`config.mk`:
```
export PLATFORM = sky130hd
export DESIGN_NAME = uart_register_datagram_engine_top
export DESIGN_NICKNAME = d
export VERILOG_FILES = /design/src/rtl/core/urde_pkg.sv /design/src/rtl/core/uart_register_datagram_engine_top.sv /design/src/rtl/core/urde_front.sv /design/src/rtl/core/urde_queue.sv /design/src/rtl/core/urde_back.sv
export SDC_FILE = /design/constraint.sdc
export NUM_CORES = 1
export LEC_CHECK = 0
export BUFFER_PORTS_ARGS = -buffer_cell sky130_fd_sc_hd__buf_2
export CORE_AREA = 2 2 156 143
export CTS_CLUSTER_DIAMETER = 30
export DETAILED_ROUTE_END_ITERATION = 10
export DIE_AREA = 0 0 158 145
export PLACE_DENSITY_LB_ADDON = 0.3
export SLEW_MARGIN = 20
export SYNTH_ARGS = -nofsm -noshare
export SYNTH_HDL_FRONTEND = slang
export SYNTH_SLANG_ARGS = --single-unit
export TNS_END_PERCENT = 100
```
`constraint.sdc`:
```
create_clock -name clk -period 4.8 [get_ports clk]
set_input_delay 0.96 -clock clk [delete_from_list [all_inputs] [get_ports clk]]
set_output_delay 0.96 -clock clk [all_outputs]
set_load 0.03 [all_outputs]
```
`src/rtl/core/urde_pkg.sv`:
```
// ----------------------------------------------------------------------------
// urde_pkg
// Shared types, codes and the CRC-8 byte update for the UART register
// datagram engine.
// ----------------------------------------------------------------------------
package urde_pkg;

    // Input opcodes
    localparam logic [1:0] OP_WRITE  = 2'd0;
    localparam logic [1:0] OP_READ   = 2'd1;
    localparam logic [1:0] OP_RX     = 2'd2;
    localparam logic [1:0] OP_UNUSED = 2'd3;

    // Command kinds carried through the queue
    localparam logic [1:0] CMD_WRITE = 2'd0;
    localparam logic [1:0] CMD_READ  = 2'd1;
    localparam logic [1:0] CMD_RX    = 2'd2;

    // Result kinds
    localparam logic KIND_TX    = 1'b0;
    localparam logic KIND_REPLY = 1'b1;

    // Datagram constants
    localparam logic [7:0]  SYNC_BYTE  = 8'h05;
    localparam logic [7:0]  CRC_POLY   = 8'h07;
    localparam logic [7:0]  WRITE_FLAG = 8'h80;
    localparam logic [31:0] ERROR_WORD = 32'hFFFF_FFFF;

    // Byte index of the CRC byte in each frame, last reply byte index
    localparam logic [2:0] WRITE_CRC_IDX = 3'd7;
    localparam logic [2:0] READ_CRC_IDX  = 3'd3;
    localparam logic [2:0] REPLY_LAST    = 3'd7;

    typedef struct packed {
        logic [1:0]  opcode;
        logic [6:0]  reg_addr;
        logic [31:0] write_data;
        logic [7:0]  rx_byte;
    } in_item_t;

    typedef struct packed {
        logic        result_kind;
        logic [7:0]  tx_byte;
        logic        last;
        logic [31:0] read_data;
        logic        crc_error;
    } out_item_t;

    // Classified command: data holds write data, or the received byte in [7:0]
    typedef struct packed {
        logic [1:0]  kind;
        logic [7:0]  node_addr;
        logic [7:0]  reg_byte;
        logic [31:0] data;
    } cmd_t;

    // Queue status toward the rest of the block
    typedef struct packed {
        logic       full;
        logic       valid;
        logic [1:0] count;
    } q_stat_t;

    // Back-end status
    typedef struct packed {
        logic [2:0] frame_idx;
        logic [2:0] reply_count;
    } back_stat_t;

    // CRC-8, poly 0x07, byte fed LSB first, register shifts left
    function automatic logic [7:0] crc_feed(input logic [7:0] crc, input logic [7:0] data);
        logic [7:0] c;
        c = crc;
        for (int i = 0; i < 8; i++)
        begin
            if (c[7] ^ data[i])
                c = {c[6:0], 1'b0} ^ CRC_POLY;
            else
                c = {c[6:0], 1'b0};
        end
        return c;
    endfunction

endpackage

```
`src/rtl/core/uart_register_datagram_engine_top.sv`:
```
// Frames: a write request becomes eight bytes, a read request four; the back end's
//   byte serializer emits one result per cycle while a command is queued and out_stall is low.
// Path: an accepted input is first written into the queue, and the output register
//   is then loaded from the queue head. A 2-entry queue lets input run ahead.
// Reset: rst_n asynchronous, active low; clears queue, frame and reply state,
//   and the node address to 0.
// ----------------------------------------------------------------------------
// uart_register_datagram_engine_top
// Master side of a UART register datagram link with CRC-8: builds write and
// read request frames and checks eight-byte replies.
// ----------------------------------------------------------------------------
module uart_register_datagram_engine_top (
    input  logic                clk,
    input  logic                rst_n,
    input  logic                in_valid,
    output logic                in_stall,
    input  urde_pkg::in_item_t  in_data,
    output logic                out_valid,
    input  logic                out_stall,
    output urde_pkg::out_item_t out_data,
    input  logic                cfg_valid,
    output logic                cfg_ready,
    input  logic [7:0]          cfg_data
);
    import urde_pkg::*;

    logic       q_push;
    cmd_t       q_push_cmd;
    logic       q_pop;
    cmd_t       q_head_cmd;
    q_stat_t    q_stat;
    back_stat_t b_stat;

    // Front: accept and classify
    urde_front u_front (
        .clk       (clk),
        .rst_n     (rst_n),
        .in_valid  (in_valid),
        .in_stall  (in_stall),
        .in_data   (in_data),
        .cfg_valid (cfg_valid),
        .cfg_ready (cfg_ready),
        .cfg_data  (cfg_data),
        .q_stat    (q_stat),
        .q_push    (q_push),
        .q_cmd     (q_push_cmd)
    );

    // Command queue
    urde_queue u_queue (
        .clk      (clk),
        .rst_n    (rst_n),
        .push     (q_push),
        .push_cmd (q_push_cmd),
        .pop      (q_pop),
        .head_cmd (q_head_cmd),
        .stat     (q_stat)
    );

    // Back: frame serializer and reply checker
    urde_back u_back (
        .clk        (clk),
        .rst_n      (rst_n),
        .head_valid (q_stat.valid),
        .head_cmd   (q_head_cmd),
        .pop        (q_pop),
        .out_valid  (out_valid),
        .out_stall  (out_stall),
        .out_data   (out_data),
        .stat       (b_stat)
    );

`ifndef SYNTHESIS
    // A frame in progress keeps its request at the queue head
    a_frame_holds_head: assert property (@(posedge clk) disable iff (!rst_n)
        (b_stat.frame_idx != 3'd0) |-> (q_stat.valid && (q_head_cmd.kind != CMD_RX)))
        else $error("frame in progress without a request at queue head");

    // Front never pushes into a full queue
    a_no_push_full: assert property (@(posedge clk) disable iff (!rst_n)
        q_stat.full |-> !q_push)
        else $error("push into full queue");

    // A popped last frame byte returns the serializer to its start
    a_pop_resets_frame: assert property (@(posedge clk) disable iff (!rst_n)
        (q_pop && (q_head_cmd.kind != CMD_RX)) |=> (b_stat.frame_idx == 3'd0))
        else $error("frame index not cleared after frame end");

    // Reply results are final and carry the error word on a CRC error
    a_reply_form: assert property (@(posedge clk) disable iff (!rst_n)
        (out_valid && out_data.crc_error) |->
            (out_data.last && (out_data.read_data == ERROR_WORD)
             && (out_data.result_kind == KIND_REPLY)))
        else $error("malformed error reply");
`endif

endmodule

```
`src/rtl/core/urde_front.sv`:
```
// ----------------------------------------------------------------------------
// urde_front
// Accepts input requests, classifies them by opcode and pushes a command
// into the queue. Holds the node address register.
// ----------------------------------------------------------------------------
module urde_front (
    input  logic              clk,
    input  logic              rst_n,
    input  logic              in_valid,
    output logic              in_stall,
    input  urde_pkg::in_item_t in_data,
    input  logic              cfg_valid,
    output logic              cfg_ready,
    input  logic [7:0]        cfg_data,
    input  urde_pkg::q_stat_t q_stat,
    output logic              q_push,
    output urde_pkg::cmd_t    q_cmd
);
    import urde_pkg::*;

    logic [7:0] node_address_reg;
    logic [7:0] node_address_next;
    logic       accept;

    // Configuration register, always writable
    assign cfg_ready = 1'b1;

    always_comb
    begin
        node_address_next = node_address_reg;
        if (cfg_valid)
            node_address_next = cfg_data;
    end

    always_ff @(posedge clk or negedge rst_n)
    begin
        if (!rst_n)
            node_address_reg <= 8'd0;
        else
            node_address_reg <= node_address_next;
    end

    // Accept whenever the queue has room
    assign in_stall = q_stat.full;
    assign accept   = in_valid && !q_stat.full;

    // Classify; unused opcode is dropped here
    always_comb
    begin
        q_push          = 1'b0;
        q_cmd.kind      = CMD_RX;
        q_cmd.node_addr = node_address_reg;
        q_cmd.reg_byte  = {1'b0, in_data.reg_addr};
        q_cmd.data      = in_data.write_data;
        case (in_data.opcode)
            OP_WRITE:
            begin
                q_push         = accept;
                q_cmd.kind     = CMD_WRITE;
                q_cmd.reg_byte = {1'b0, in_data.reg_addr} | WRITE_FLAG;
            end
            OP_READ:
            begin
                q_push     = accept;
                q_cmd.kind = CMD_READ;
            end
            OP_RX:
            begin
                q_push     = accept;
                q_cmd.kind = CMD_RX;
                q_cmd.data = {24'd0, in_data.rx_byte};
            end
            OP_UNUSED:
            begin
                q_push = 1'b0;
            end
            default:
            begin
                q_push = 1'b0;
            end
        endcase
    end

endmodule

```
`src/rtl/core/urde_queue.sv`:
```
// ----------------------------------------------------------------------------
// urde_queue
// Two-entry command queue between the front and back parts.
// ----------------------------------------------------------------------------
module urde_queue (
    input  logic              clk,
    input  logic              rst_n,
    input  logic              push,
    input  urde_pkg::cmd_t    push_cmd,
    input  logic              pop,
    output urde_pkg::cmd_t    head_cmd,
    output urde_pkg::q_stat_t stat
);
    import urde_pkg::*;

    cmd_t       entry_reg [2];
    logic       wr_ptr_reg;
    logic       wr_ptr_next;
    logic       rd_ptr_reg;
    logic       rd_ptr_next;
    logic [1:0] count_reg;
    logic [1:0] count_next;

    // Pointer and count update
    always_comb
    begin
        wr_ptr_next = push ? ~wr_ptr_reg : wr_ptr_reg;
        rd_ptr_next = pop ? ~rd_ptr_reg : rd_ptr_reg;
        count_next  = count_reg;
        if (push && !pop)
            count_next = count_reg + 2'd1;
        else if (pop && !push)
            count_next = count_reg - 2'd1;
    end

    always_ff @(posedge clk or negedge rst_n)
    begin
        if (!rst_n)
        begin
            wr_ptr_reg <= 1'b0;
            rd_ptr_reg <= 1'b0;
            count_reg  <= 2'd0;
        end
        else
        begin
            wr_ptr_reg <= wr_ptr_next;
            rd_ptr_reg <= rd_ptr_next;
            count_reg  <= count_next;
        end
    end

    // Storage
    always_ff @(posedge clk)
    begin
        if (push)
            entry_reg[wr_ptr_reg] <= push_cmd;
    end

    assign head_cmd   = entry_reg[rd_ptr_reg];
    assign stat.full  = (count_reg == 2'd2);
    assign stat.valid = (count_reg != 2'd0);
    assign stat.count = count_reg;

endmodule

```
`src/rtl/core/urde_back.sv`:
```
// ----------------------------------------------------------------------------
// urde_back
// Executes queued commands: serializes request frames with CRC, one byte
// per cycle unless stalled; collects replies into a checked read result.
// ----------------------------------------------------------------------------
module urde_back (
    input  logic                 clk,
    input  logic                 rst_n,
    input  logic                 head_valid,
    input  urde_pkg::cmd_t       head_cmd,
    output logic                 pop,
    output logic                 out_valid,
    input  logic                 out_stall,
    output urde_pkg::out_item_t  out_data,
    output urde_pkg::back_stat_t stat
);
    import urde_pkg::*;

    logic [2:0]  frame_idx_reg;
    logic [2:0]  frame_idx_next;
    logic [7:0]  frame_crc_reg;
    logic [7:0]  frame_crc_next;
    logic [2:0]  reply_count_reg;
    logic [2:0]  reply_count_next;
    logic [7:0]  reply_crc_reg;
    logic [7:0]  reply_crc_next;
    logic [31:0] reply_data_reg;
    logic [31:0] reply_data_next;
    logic        out_valid_reg;
    logic        out_valid_next;
    out_item_t   out_data_reg;
    out_item_t   out_data_next;

    logic        out_free;
    logic        is_crc_byte;
    logic [7:0]  frame_byte;
    logic [7:0]  rx_byte;

    assign out_free = !out_valid_reg || !out_stall;
    assign rx_byte  = head_cmd.data[7:0];

    // Frame byte selection by position
    always_comb
    begin
        case (frame_idx_reg)
            3'd0:    frame_byte = SYNC_BYTE;
            3'd1:    frame_byte = head_cmd.node_addr;
            3'd2:    frame_byte = head_cmd.reg_byte;
            3'd3:    frame_byte = head_cmd.data[31:24];
            3'd4:    frame_byte = head_cmd.data[23:16];
            3'd5:    frame_byte = head_cmd.data[15:8];
            3'd6:    frame_byte = head_cmd.data[7:0];
            default: frame_byte = SYNC_BYTE;
        endcase
        if (head_cmd.kind == CMD_WRITE)
            is_crc_byte = (frame_idx_reg == WRITE_CRC_IDX);
        else
            is_crc_byte = (frame_idx_reg == READ_CRC_IDX);
    end

    // Command execution
    always_comb
    begin
        pop              = 1'b0;
        frame_idx_next   = frame_idx_reg;
        frame_crc_next   = frame_crc_reg;
        reply_count_next = reply_count_reg;
        reply_crc_next   = reply_crc_reg;
        reply_data_next  = reply_data_reg;
        out_valid_next   = out_valid_reg && out_stall;
        out_data_next    = out_data_reg;

        if (head_valid)
        begin
            case (head_cmd.kind)
                CMD_WRITE, CMD_READ:
                begin
                    if (out_free)
                    begin
                        out_valid_next            = 1'b1;
                        out_data_next.result_kind = KIND_TX;
                        out_data_next.read_data   = 32'd0;
                        out_data_next.crc_error   = 1'b0;
                        if (is_crc_byte)
                        begin
                            out_data_next.tx_byte = frame_crc_reg;
                            out_data_next.last    = 1'b1;
                            frame_idx_next        = 3'd0;
                            frame_crc_next        = 8'd0;
                            pop                   = 1'b1;
                            // A read restarts reply collection
                            if (head_cmd.kind == CMD_READ)
                            begin
                                reply_count_next = 3'd0;
                                reply_crc_next   = 8'd0;
                                reply_data_next  = 32'd0;
                            end
                        end
                        else
                        begin
                            out_data_next.tx_byte = frame_byte;
                            out_data_next.last    = 1'b0;
                            frame_idx_next        = frame_idx_reg + 3'd1;
                            frame_crc_next        = crc_feed(frame_crc_reg, frame_byte);
                        end
                    end
                end
                CMD_RX:
                begin
                    if (reply_count_reg != REPLY_LAST)
                    begin
                        // Intermediate reply byte, no result
                        pop              = 1'b1;
                        reply_crc_next   = crc_feed(reply_crc_reg, rx_byte);
                        reply_data_next  = {reply_data_reg[23:0], rx_byte};
                        reply_count_next = reply_count_reg + 3'd1;
                    end
                    else if (out_free)
                    begin
                        pop                       = 1'b1;
                        out_valid_next            = 1'b1;
                        out_data_next.result_kind = KIND_REPLY;
                        out_data_next.tx_byte     = 8'd0;
                        out_data_next.last        = 1'b1;
                        if (reply_crc_reg != rx_byte)
                        begin
                            out_data_next.read_data = ERROR_WORD;
                            out_data_next.crc_error = 1'b1;
                        end
                        else
                        begin
                            out_data_next.read_data = reply_data_reg;
                            out_data_next.crc_error = 1'b0;
                        end
                        reply_count_next = 3'd0;
                        reply_crc_next   = 8'd0;
                        reply_data_next  = 32'd0;
                    end
                end
                default:
                begin
                    pop = 1'b0;
                end
            endcase
        end
    end

    always_ff @(posedge clk or negedge rst_n)
    begin
        if (!rst_n)
        begin
            frame_idx_reg   <= 3'd0;
            frame_crc_reg   <= 8'd0;
            reply_count_reg <= 3'd0;
            reply_crc_reg   <= 8'd0;
            reply_data_reg  <= 32'd0;
            out_valid_reg   <= 1'b0;
        end
        else
        begin
            frame_idx_reg   <= frame_idx_next;
            frame_crc_reg   <= frame_crc_next;
            reply_count_reg <= reply_count_next;
            reply_crc_reg   <= reply_crc_next;
            reply_data_reg  <= reply_data_next;
            out_valid_reg   <= out_valid_next;
        end
    end

    // Output payload register
    always_ff @(posedge clk)
    begin
        out_data_reg <= out_data_next;
    end

    assign out_valid         = out_valid_reg;
    assign out_data          = out_data_reg;
    assign stat.frame_idx    = frame_idx_reg;
    assign stat.reply_count  = reply_count_reg;

endmodule
```
==> flow_results.org <==
** Status
- Status :: finished clean

** Global routing
- After global routing the overflow that remains totals 0.
- The number of antenna violations at the first check in global routing was 0.
- The via count of the first global-routing pass came to 6096.
- Largest net degree at the start of global routing :: 44
- Global-route wire length before repair :: 32.7 mm
- In the global route stage, overall resource usage came out at 18.1%.

** Power and ir drop
- VDD sags by at most 0.293 mV.
- Leakage power figure :: 4.93 nW
- Power spread over the standard cell area amounts to 837 mW/mm2.

** Yosys
- Count of different cell masters after synthesis :: 60
- Number of flops mapped to enable cells by yosys :: 143
- Sequential elements use 63.6% of the synthesized area.
- Share of synthesized flip-flops with an asynchronous set or reset :: 31.9%
- Each instance of the synthesized netlist takes up on average 14.1 um2.
- Counting flops and latches in the post-synthesis netlist gives 210.
- Cell taking the most area after synthesis :: sky130_fd_sc_hd__edfxtp_1
- Dominant synthesized flop cell :: sky130_fd_sc_hd__edfxtp_1
- Cell count after synthesis :: 667
- After synthesis the cells add up to 0.00939 mm2.
- Fraction of post-synthesis cell area in the top cell type by area :: 45.7%
- During synthesis, Yosys emitted a total of 0 warnings.
- Cell types with the largest area share after synthesis :: sky130_fd_sc_hd__edfxtp_1 (46%), sky130_fd_sc_hd__dfrtp_1 (18%), sky130_fd_sc_hd__xnor2_1 (3.1%)
- Post-synth net total :: 738

** Placement
- Buffers placed on the I/O ports in this run total 106.
- Number of cells after detailed placement :: 1040
- Area post-placement :: 0.0102 mm2
- Timing analysis after detailed placement gives a worst setup slack of 1.43 ns.
- Global placement routability congestion :: 0.868
- Detailed placement HPWL :: 13.6 mm

** Worst hold path
- Worst hold stages :: 0
- In this run the worst hold path is classified as register to register.
- Terminating pin of the worst hold path :: u_queue.entry_reg[1][43]
- In this run the most critical hold path is launched from u_front.node_address_reg[3].

** Clock tree
- The number of setup buffers added after CTS is 0.
- CTS Buf Count :: 43
- Count of H-tree levels built during CTS :: 2
- Root Buffer :: sky130_fd_sc_hd__clkbuf_16
- CTS tree :: done
- The clock reaches the later pin of the worst-skew pair after 0.52 ns.
- Clock tree buffer depth :: 3
- In this run, post-CTS hold repair placed 0 buffers.
- CTS saw 210 sinks.
- Once the clock tree was built, the resizer swapped 0 gates to a different size.
- Clock Pin Slew Worst Setup and Hold Paths :: 0.05 ns

** Detailed routing
- Average wire per cell in the routed design :: 18.2 um
- Total length of routed wires :: 20.4 mm
- Post-detailed-route count of antenna-violating nets :: 0
- For this run, design rule violations remaining after detail routing come to 0.
- The first TritonRoute pass finished after 5 iterations.
- Total via count in the routed design :: 5971
- Via-per-instance ratio :: 5.33
- For this block, the initial DRC count from the detailed router was 457.

** Floorplan
- Vertical die dimension :: 145 um
- Horizontal die dimension :: 158 um
- Core Box Area :: 0.0213 mm2
- Die Footprint :: 0.0229 mm2
- Initial core utilization :: 44.0%
- The initialized floorplan defines 51 standard-cell rows.
- Pin placement for this block handled 108 I/O pins.

** Setup path
- WS Path Type :: register to register
- Startpoint type of the worst setup path :: register
- Data required time at the worst endpoint :: 5.24 ns
- Reg2reg end :: u_back.frame_crc_reg[6]
- The worst setup path is captured at a register.
- Setup slack on the worst reg-to-reg path comes out at 1.42 ns.
- R2R cell count :: 8
- The worst register-to-register path begins at u_queue.rd_ptr_reg.
- Worst path arrival time :: 3.82 ns
- Maximum fanout along the worst path :: 31

** Layout
- Fraction of layout cells with a size suffix above 1 :: 28.7%
- At the end of the flow the core is filled with cells to 54.9%.
- In the final design database the tool counted 865 nets.
- The repair_antennas step left the layout with diodes totalling 0.
- The library cell used most frequently in the layout, excluding fill and tap cells, is sky130_fd_sc_hd__edfxtp_1.
- Non-Filler Cell Area, Final :: 0.0117 mm2
- Layout overhead on the synthesized area :: 24.7%
- The register with the most flip-flops in the layout has 100 of them.
- After filler insertion, the fill cell instance count of the layout stands at 1742.
- Once layout is complete, the cells apart from fillers number 1120.
- The library cells used most frequently in the layout, excluding fill and tap cells, are sky130_fd_sc_hd__edfxtp_1 (143), sky130_fd_sc_hd__buf_2 (106), sky130_fd_sc_hd__dfrtp_1 (66), sky130_fd_sc_hd__clkbuf_16 (43), sky130_fd_sc_hd__a21o_1 (38).

** STA
- For the pin with the worst max-slew slack, the measured transition is 0.935 ns.
- Unrepaired setup endpoints after global routing :: no
- The number of failing hold endpoints at the final stage came to 0.
- Adding up every negative setup slack in the final design gives 0 ns.
- Total of endpoints with negative setup slack in the final report :: 0
- Final worst path period share :: 70.4%
- Minimum clock period :: 3.38 ns
- For this run, the top clock speed supported by timing is 296 MHz.
- Total count of max-transition violations in the final report :: 0
- For the final database, setup skew stands at 0.0124 ns.
- The worst pin sits at a relative slew slack of 37.7%.
- The worst path meets setup with 1.42 ns of slack.

** Run
- Number of maximum-capacitance constraint violations :: 0
==> where the power goes <==
group          switching, W  internal [W]
logic               0.00211       0.00162
clock network      0.000971       0.00204
registers          0.000399       0.00266
==> area by class of cell <==
class / instances / area (um2) / area share, %
tap: 291 / 364 / 3.11
timing repair buffer: 117 / 613 / 5.24
multi-input combinational: 406 / 3190 / 27.3
sequential: 210 / 5970 / 51.0
inverter: 16 / 60.1 / 0.513
clock inverter: 29 / 358 / 3.06
clock buffer: 51 / 1150 / 9.79
==> per-layer routing <==
metal	part of all wire [%]	GRT usage [%]	vias to the layer above
met4	2.5	6.67	0
li1	-	-	2773
met5	0	0	-
met3	5.7	3.64	45
met2	46	26.9	205
met1	46	26.3	2948
==> worst max-delay path: stages, from the launching register on <==
cell	delay (ns)
sky130_fd_sc_hd__dfrtp_2	0.93
sky130_fd_sc_hd__buf_4	0.44
sky130_fd_sc_hd__mux2i_1	0.30
sky130_fd_sc_hd__o22ai_1	0.18
sky130_fd_sc_hd__a221oi_2	0.54
sky130_fd_sc_hd__xnor2_1	0.20
sky130_fd_sc_hd__xnor3_1	0.26
sky130_fd_sc_hd__or3_1	0.35
sky130_fd_sc_hd__o21ai_1	0.08
==> worst max path at each step <==
stage	startpoint	end	slack, ns	depth (start not counted)
6_report	u_queue.rd_ptr_reg	u_back.frame_crc_reg[6]	1.42	8
3_5_place_dp	u_queue.rd_ptr_reg	u_back.frame_crc_reg[6]	1.43	8
2_1_floorplan	u_queue.rd_ptr_reg	u_back.out_data[0]	0.89	8
4_1_cts	u_queue.rd_ptr_reg	u_back.frame_crc_reg[6]	1.42	8
5_1_grt	u_back.frame_idx_reg[2]	u_back.frame_crc_reg[5]	1.17	8
3_3_place_gp	u_queue.rd_ptr_reg	u_back.frame_crc_reg[6]	1.50	8
==> metrics by stage <==
step / power [W] / hold WS, ns
6_report: 0.00980 / 0.490
5_1_grt: 0.0104 / 0.505
4_1_cts: 0.00985 / 0.492
3_5_place_dp: 0.00677 / 0.477
3_3_place_gp: 0.00665 / 0.460
2_1_floorplan: 0.00595 / 0.438
==> synthesized netlist by cell type (all sizes together), types with 4 or more instances <==
cell and instances:
or3 6, mux2 17, and3b 6, a21bo 4
nor2b 5, a21o 38, xor2 10, inv 16
edfxtp 143, nand2b 4, a211oi 12, nand2 35
mux2i 30, a31oi 4, o22ai 13, and2 28
o21ai 32, a21oi 11, a22o 26, a211o 4
xnor2 34, ha 9, nor2 24, or2 4
dfrtp 67, clkbuf 24, buf 11, xnor3 6
nor3 9
==> cells by family after synthesis <==
group,synth area share (%)
adders and majority gates,1.20
muxes,6.65
AOI/OAI and AO/OA,12.8
buffers and inverters,2.71
xor gates and xnor gates,5.63
other,0.0400
DFF,63.6
and+or+nand+nor,7.34
Power figures use the tool's default switching activity.
